### src/rtl/core/cau_pkg.sv
// Shared types and operation codes for the complex arithmetic unit.
// No dependencies.
package cau_pkg;

    // Operation selector codes.
    typedef logic [1:0] t_op;
    localparam t_op OP_ADD = 2'd0;
    localparam t_op OP_SUB = 2'd1;
    localparam t_op OP_MUL = 2'd2;
    localparam t_op OP_DIV = 2'd3;

    // Class of an item as decided by the front end.
    typedef struct packed {
        logic is_sub;
        logic is_mul;
        logic is_div;
        logic dbz;
    } t_cls;

endpackage

### src/rtl/core/cau_front.sv
// Front end: accepts items and classifies the operation.
// Depends on cau_pkg.
module cau_front #(
    parameter int DW = 16
) (
    input  logic          i_valid,
    output logic          o_stall,
    input  logic [1:0]    i_req_type,
    input  logic [DW-1:0] i_b_real,
    input  logic [DW-1:0] i_b_imag,
    input  logic          i_q_full,
    output logic          o_push,
    output cau_pkg::t_cls o_cls
);
    import cau_pkg::*;

    // An item is taken whenever the queue has room.
    assign o_stall = i_q_full;
    assign o_push  = i_valid && !i_q_full;

    // Decode the operation and flag a zero divisor.
    always_comb begin
        o_cls = '0;
        unique case (i_req_type)
            OP_ADD: o_cls = '0;
            OP_SUB: o_cls.is_sub = 1'b1;
            OP_MUL: o_cls.is_mul = 1'b1;
            OP_DIV: begin
                o_cls.is_div = 1'b1;
                o_cls.dbz    = (i_b_real == '0) && (i_b_imag == '0);
            end
            default: o_cls = '0;
        endcase
    end
endmodule

### config.mk
export PLATFORM = sky130hd
export DESIGN_NAME = cau_front
export DESIGN_NICKNAME = d
export VERILOG_FILES = /design/src/rtl/core/cau_pkg.sv /design/src/rtl/core/cau_front.sv
export SDC_FILE = /design/constraint.sdc
export NUM_CORES = 1
export LEC_CHECK = 0
export BUFFER_PORTS_ARGS = -buffer_cell sky130_fd_sc_hd__clkbuf_2
export CAP_MARGIN = 0
export CORE_AREA = 2 2 39 41
export DETAILED_ROUTE_END_ITERATION = 7
export DIE_AREA = 0 0 41 43
export SYNTH_ARGS = -nofsm -noshare
export SYNTH_HDL_FRONTEND = slang
export SYNTH_SLANG_ARGS = --single-unit
### constraint.sdc
create_clock -name vclk -period 1.9
set_clock_uncertainty 0.1 [all_clocks]
set_input_delay 0.095 -clock vclk [all_inputs]
set_output_delay 0.095 -clock vclk [all_outputs]
set_load 0.01 [all_outputs]
==> out/qor.txt <==
status: finished clean
met3 wire len: 164 um
row count: 14
wire length per cell after detailed routing: 7.08 um
CP arrival: 950 ps
sequential cell area: 0 sq um
met1 wire length: 155 um
worst-margin pin slew: 241 ps
RSZ-0062 raised after global routing: no
worst hold path type: input pin to output pin
max-slew violations: 0
Pwr Density: 154 nW/um^2
Min Hold Slack: 294 ps
PortBufs: 42
largest cells by area after synthesis: nor4_2 38%, nor4_1 19%, nor2b_1 14%, nor3_2 7.5%, buf_4 5.7%
CORE AREA: 1380 sq um
Setup WS post-layout: 753 ps
Setup Buffers After CTS: 0
initial antenna violation count: 0
first-pass iteration count of the detailed router: 1
Max-Cap Viols: 0
area delta synth->final: 168%
layout net count: 96
DRT iter0 DRCs: 0
Syn Area/Cell: 7.80 sq um
vias in the first global route: 243
Setup crit end kind: output pin
routed length on met2: 204 um
HP Start: i_q_full
RePlAce Congestion: 0.654
DR DRC count: 0
HPWL after DPL: 541 um
Peak VDD IR: 0.0357 mV
placed cell count: 74
switch share: 0.366
CP Data Required Time: 1700 ps
post-synthesis sequential area ratio: 0
Slew HR: 0.838
PostCTS Resize Cnt: 0
Comb pwr share: 1.000
Yosys top cell by area: nor4_2
final WL: 524 um
Layout Cells excl Fill: 74
Via density: 4.12
register share of total power: 0
Final Hold Fails: 0
proportion of layout cells with a drive suffix above 1: 0.810
first-pass GRT wire length: 738 um
Setup-failing EPs final: 0
Max Used Layer: met3
CP startpoint kind: input pin
Final TNS setup: 0 ps
Int Power: 0.0347 mW
clock buffer count: 0
clock power share: 0
Starting Density: 0.0958
critical setup path kind: input pin to output pin
# diodes: 0
Mapped Area: 133 sq um
CP Max Fanout: 1
Ys Warns: 0
synth cell count leaders: 4 x nor4_1, 4 x nor4_2, 3 x nor2b_1
count of distinct cell types in the synthesized netlist: 9
Final Cycle Share: 0.604
Total Routing Usage GR: 0.0549
leak pwr: 0.191 nW
Synth Net Count: 53
Vias: 305
minimum clock period: 1150 ps
Die Footprint: 1760 sq um
FFs & Latches: 0
crit path from: i_b_real[1]
CTS hold repair buffers: 0
pin count of the biggest net entering global routing: 4
Die Span X: 41 um
top-area cell type share of the netlist area: 0.377
post-route antenna net violation count: 0
CP Capture Point: o_cls[0]
chip height: 43 um
Post-Syn Instances: 17
f_max: 872 MHz
total grt overflow: 0
I/O Pins: 42
pre-CTS setup slack: 741 ps
net switching power: 0.0201 mW
[per-layer routing]
layer | global-route usage | up-vias
met3 | 0 | 0
met2 | 0.119 | 39
li1 | - | 152
met5 | 0 | -
met4 | 0 | 0
met1 | 0.0538 | 114
[worst max-delay path, stage by stage]
cell	delay, ps
clkbuf_2	80
nor4_2	270
nand4_1	170
nor3_2	190
clkbuf_2	150
[logic make-up (layout without fill, tap and decap cells)]
kind of cell  after synthesis  count (layout)  share of synthesized area
buf+inv                     1              42                     0.0566
simple gates               16              16                      0.943
[how the worst min path moves through the flow]
stage	cells after the start	slack (ps)	end
2_1_floorplan	1	140	o_cls[2]
3_3_place_gp	2	290	o_stall
3_5_place_dp	2	290	o_stall
4_1_cts	2	300	o_stall
5_1_grt	2	320	o_stall
6_report	2	290	o_stall
[stage by stage]
stage | cell area (sq um) | util | total power [mW]
6_report | 355 | 0.257 | 0.0548
5_1_grt | 355 | 0.257 | 0.0630
4_1_cts | 355 | 0.257 | 0.0559
3_5_place_dp | 355 | 0.257 | 0.0558
3_3_place_gp | 355 | 0.257 | 0.0552
2_1_floorplan | 133 | - | 0.0124
[area by class of cell]
cell class | count | area (sq um)
timing repair buffer | 42 | 210
tap | 16 | 20.0
multi-input combinational | 16 | 125
fill | 155 | 1030
[placed cells by master (no fill, tap or decap)]
cell      Yosys  layout
clkbuf_2      0      42
and2_1        1       1
nand2_1       1       1
nor3_2        1       1
nand4_1       1       1
nor4_2        4       4
nor2b_1       3       3
nand3_1       1       1
nor4_1        4       4
[power by group through the flow]
stage	logic, mW	registers, mW	clock network, mW
floorplan	0.0124	0	0
global placement	0.0552	0	0
detailed placement	0.0558	0	0
CTS	0.0559	0	0
global route	0.0630	0	0
finish	0.0548	0	0
Note: power is estimated with default switching activity, not from simulation.
