--- src/rtl/core/cau_fifo.sv ---
// Small register queue between the front end and the execution pipeline.
// Depends on nothing; entries are opaque vectors.
module cau_fifo #(
    parameter int W  = 8,
    parameter int AW = 2
) (
    input  logic         i_clk,
    input  logic         i_rst_n,
    input  logic         i_push,
    input  logic [W-1:0] i_data,
    input  logic         i_pop,
    output logic         o_full,
    output logic         o_empty,
    output logic [W-1:0] o_data
);
    localparam int DEPTH = 1 << AW;

    logic [W-1:0]  r_mem [DEPTH];
    logic [AW-1:0] r_wp, r_rp;
    logic [AW:0]   r_cnt;

    assign o_full  = (r_cnt == (AW+1)'(DEPTH));
    assign o_empty = (r_cnt == '0);
    assign o_data  = r_mem[r_rp];

    // Storage has no reset.
    always_ff @(posedge i_clk) begin
        if (i_push) begin
            r_mem[r_wp] <= i_data;
        end
    end

    // Pointers and fill count.
    always_ff @(posedge i_clk) begin
        if (!i_rst_n) begin
            r_wp  <= '0;
            r_rp  <= '0;
            r_cnt <= '0;
        end else begin
            if (i_push) r_wp <= r_wp + 1'b1;
            if (i_pop)  r_rp <= r_rp + 1'b1;
            if (i_push && !i_pop) r_cnt <= r_cnt + 1'b1;
            else if (!i_push && i_pop) r_cnt <= r_cnt - 1'b1;
        end
    end
endmodule

--- config.mk ---
export PLATFORM = sky130hd
export DESIGN_NAME = cau_fifo
export DESIGN_NICKNAME = d
export VERILOG_FILES = /design/src/rtl/core/cau_fifo.sv
export SDC_FILE = /design/constraint.sdc
export NUM_CORES = 1
export LEC_CHECK = 0
export ABC_AREA = 1
export ABC_CLOCK_PERIOD_IN_PS = 1150
export BUFFER_PORTS_ARGS = -buffer_cell sky130_fd_sc_hd__buf_2
export CAP_MARGIN = 15
export CORE_AREA = 2 2 61 63
export CTS_CLUSTER_DIAMETER = 80
export DETAILED_ROUTE_END_ITERATION = 7
export DIE_AREA = 0 0 63 65
export PLACE_DENSITY = 0.7
export SETUP_SLACK_MARGIN = 0.3
export SYNTH_ARGS = -nofsm -noshare
export SYNTH_HDL_FRONTEND = slang
export SYNTH_SLANG_ARGS = --single-unit
--- constraint.sdc ---
create_clock -name i_clk -period 1.15 [get_ports i_clk]
set_clock_uncertainty 0.05 [all_clocks]
set_input_delay 0.1725 -clock i_clk [delete_from_list [all_inputs] [get_ports i_clk]]
set_output_delay 0.1725 -clock i_clk [all_outputs]
set_load 0.02 [all_outputs]
==> impl_metrics.tcl <==
set metrics [dict create \
    outcome "complete, but fails checks" \
    violations "negative setup slack" \
    cpPeakStageDelay_ns 0.40 \
    ir_drop_mv 0.953 \
    via_per_inst 4.92 \
    synth.area.top_cells "edfxtp_1, dfxtp_1, o21ai_0, nor2_1, ha_1" \
    rsz0062_at_grt "true" \
    vias_after_detailed_routing 1172 \
    globalRouteOverflowTotal 0 \
    synth_sequential_area_ratio_pct 69.6 \
    drt_pre_antenna_iters 4 \
    final.fill_count 235 \
    synth_warnings 0 \
    finish.cell_count_without_fillers 238 \
    wirelength_per_cell_um 13.6 \
    area_growth_syn_to_layout_pct 60.2 \
    cts-buffers-inserted 5 \
    p_leak_nw 0.976 \
    syn-instance-count 134 \
    dieWidth_um 63 \
    worstPathArrival_ns 1.33 \
    fin_total_pwr_mw 3.49 \
    crit_chain "inv_8 > buf_4 > nor2_4 > o22ai_4 > buf_6" \
    ys_async_sr_fraction_pct 0 \
    synth_largest_area_cell "edfxtp_1" \
    worstPathRequired_ns 0.93 \
    gp_congestion 0.713 \
    h-tree-depth 2 \
    number_of_antenna_violations_at_the_first_check_in_global_routing 0 \
    io_pins 22 \
    synth_ff_type "edfxtp_1" \
    timing.hold.ws_ns 0.0825 \
    synth.cell_area_um2 1640 \
    worst_path_max_delay_cell "dfxtp_4" \
    layout_min_cycle_time_ns 1.55 \
    timing.hold.worst.class "in -> reg" \
    numPlacedInstances 217 \
    synth.top_cell.area_share_pct 58.6 \
    period_share_pct 135 \
    placement_rows 22 \
    synth_edf_count 32 \
    grt_first_pass_wirelength_um 5800 \
    antenna_cells 0 \
    dr.first_iter.drc_count 16 \
    ys_types 18 \
    place_worst_setup_slack_ns -0.245 \
    antenna_violating_nets_post_route 0 \
    multi_input_comb_area_um2 767 \
    stdcell_area_um2 2630 \
    groute.usage.overall_pct 18.8 \
    grt_start_max_net_pins 17 \
    report.final.setup_viol 12 \
    register_area_um2 1160 \
    io_buffer_count 21 \
    maxSlewHeadroom_pct 77.1 \
    max_cap_check_violation_count 0 \
    drc_errors 0 \
    cts_tree "done" \
    critical_path_peak_fanout 16 \
    drv_slew 0 \
    numClockSinks 41 \
    dieHeight_um 65 \
    clk_root_buffer_cell "clkbuf_4" \
    standard_cell_core_area_um2 3500 \
    startpoint_type "flip-flop" \
    clock_latency_ns 0.33 \
    power.density_nw_per_um2 1330 \
    num-nets-final 207 \
    synthesis.area_per_instance_um2 12.2 \
    synth_nets 152 \
    ys_ff_latch 41 \
    clock_pin_slew_worst_setup_and_hold_paths_ns 0.10 \
    die_area_um2 4100 \
    cp-end-kind "primary output" \
    placement.cell_area_um2 2150 \
    criticalPathCategory "reg -> out" \
    initial_utilization_pct 46.9 \
    tightest_slew_ns 0.340 \
    hold_viol_final 0 \
    grt_pass1_vias 1278 \
    layout-drive-gt1-share_pct 63.2 \
    finalWorstSetupSlack_ns -0.403 \
    dp_hpwl_um 2130 \
    clock_tree.buffer_depth 2 \
    drt-total-wl_um 3250 \
    timing.fmax_mhz 644 \
]
per-stage QoR:
step	setup TNS [ns]	utilization [%]
6_report	-3.80	75.1
5_1_grt	-4.63	75.1
4_1_cts	-3.97	73.4
3_5_place_dp	-1.56	61.6
3_3_place_gp	-1.23	61.6
2_1_floorplan	0	-
registers in the layout, indices dropped and copies added (netlist names), named ones only:
register,flops
r_rp,2
r_mem,32
r_wp,2
r_cnt,3
what timing repair did:
| action | in CTS | in global routing |
|---|---|---|
| resized for setup | 72 | 25 |
| hold buffers | 8 | 0 |
| setup buffers | 5 | 0 |
| pin swaps | 15 | 14 |
| hold endpoints to repair | 31 | 0 |
| endpoints found under the setup margin | 48 | 49 |
Yosys cell counts, drive strengths merged (2+ instances only):
library cell and n:
nor3 2, buf 2, o21ai 22, inv 17, a21oi 4, dfxtp 9
edfxtp 32, o22ai 8, nand2 9, ha 5, nor2 21
layout by cell type, fill, tap and decap left out, types with 2 or more instances in the layout:
cell / count
a21oi_1: 2
a21oi_2: 2
buf_2: 11
buf_4: 15
buf_6: 16
clkbuf_4: 5
dfxtp_1: 2
dfxtp_2: 3
dfxtp_4: 4
dlygate4sd3_1: 8
edfxtp_1: 32
ha_4: 5
inv_1: 3
inv_2: 4
inv_4: 3
inv_8: 5
nand2_1: 3
nand2_2: 2
nand2_4: 4
nor2_1: 7
nor2_2: 3
nor2_4: 11
o21ai_0: 2
o21ai_1: 9
o21ai_2: 10
o22ai_4: 7
critical path: cells and delay by family, from the launching register on:
kind	cells	cell delay [ns]
compound gates	1	0.15
flops	1	0.40
buf+inv	3	0.41
simple gates	1	0.03
metal layers:
metal	routed length, µm	global-route usage [%]	vias to the layer above
li1	-	-	584
met3	86	3.13	7
met2	1850	34.3	22
met1	1250	22.0	559
met5	0	0	-
met4	61	7.50	0
final timing paths:
path	start	end	slack, ns	cells past startpoint
setup reg to reg	r_cnt[0]	r_cnt[2]	-0.17	8
hold / removal	i_rst_n	r_wp[1]	0.08	3
hold reg to reg	r_rp[1]	flip-flop	0.42	1
setup / recovery	flip-flop	o_data[7]	-0.40	5
cell type report:
class                           instances  share of cell area [%]
Clock buffer                            7                    2.10
Clock inverter                          1                    1.14
Multi-Input combinational cell         74                    29.2
Inverter                               17                    4.81
Timing Repair Buffer                   50                    16.3
Tap cell                               48                    2.29
Sequential cell                        41                    44.2
cells by family after synthesis:
logic type | synth area share [%]
AO/OA/AOI/OAI | 11.5
adder cells (fa/ha/maj) | 5.04
buffers and inverters | 5.27
AND/OR/NAND/NOR | 8.63
flip-flops | 69.6
report_power, final:
group | total, mW | switching (mW) | leakage [nW] | internal, mW
clock network | 0.943 | 0.424 | 0.0455 | 0.519
logic | 0.805 | 0.413 | 0.558 | 0.392
registers | 1.74 | 0.0643 | 0.372 | 1.68
Note: power is estimated with default switching activity, not from simulation.
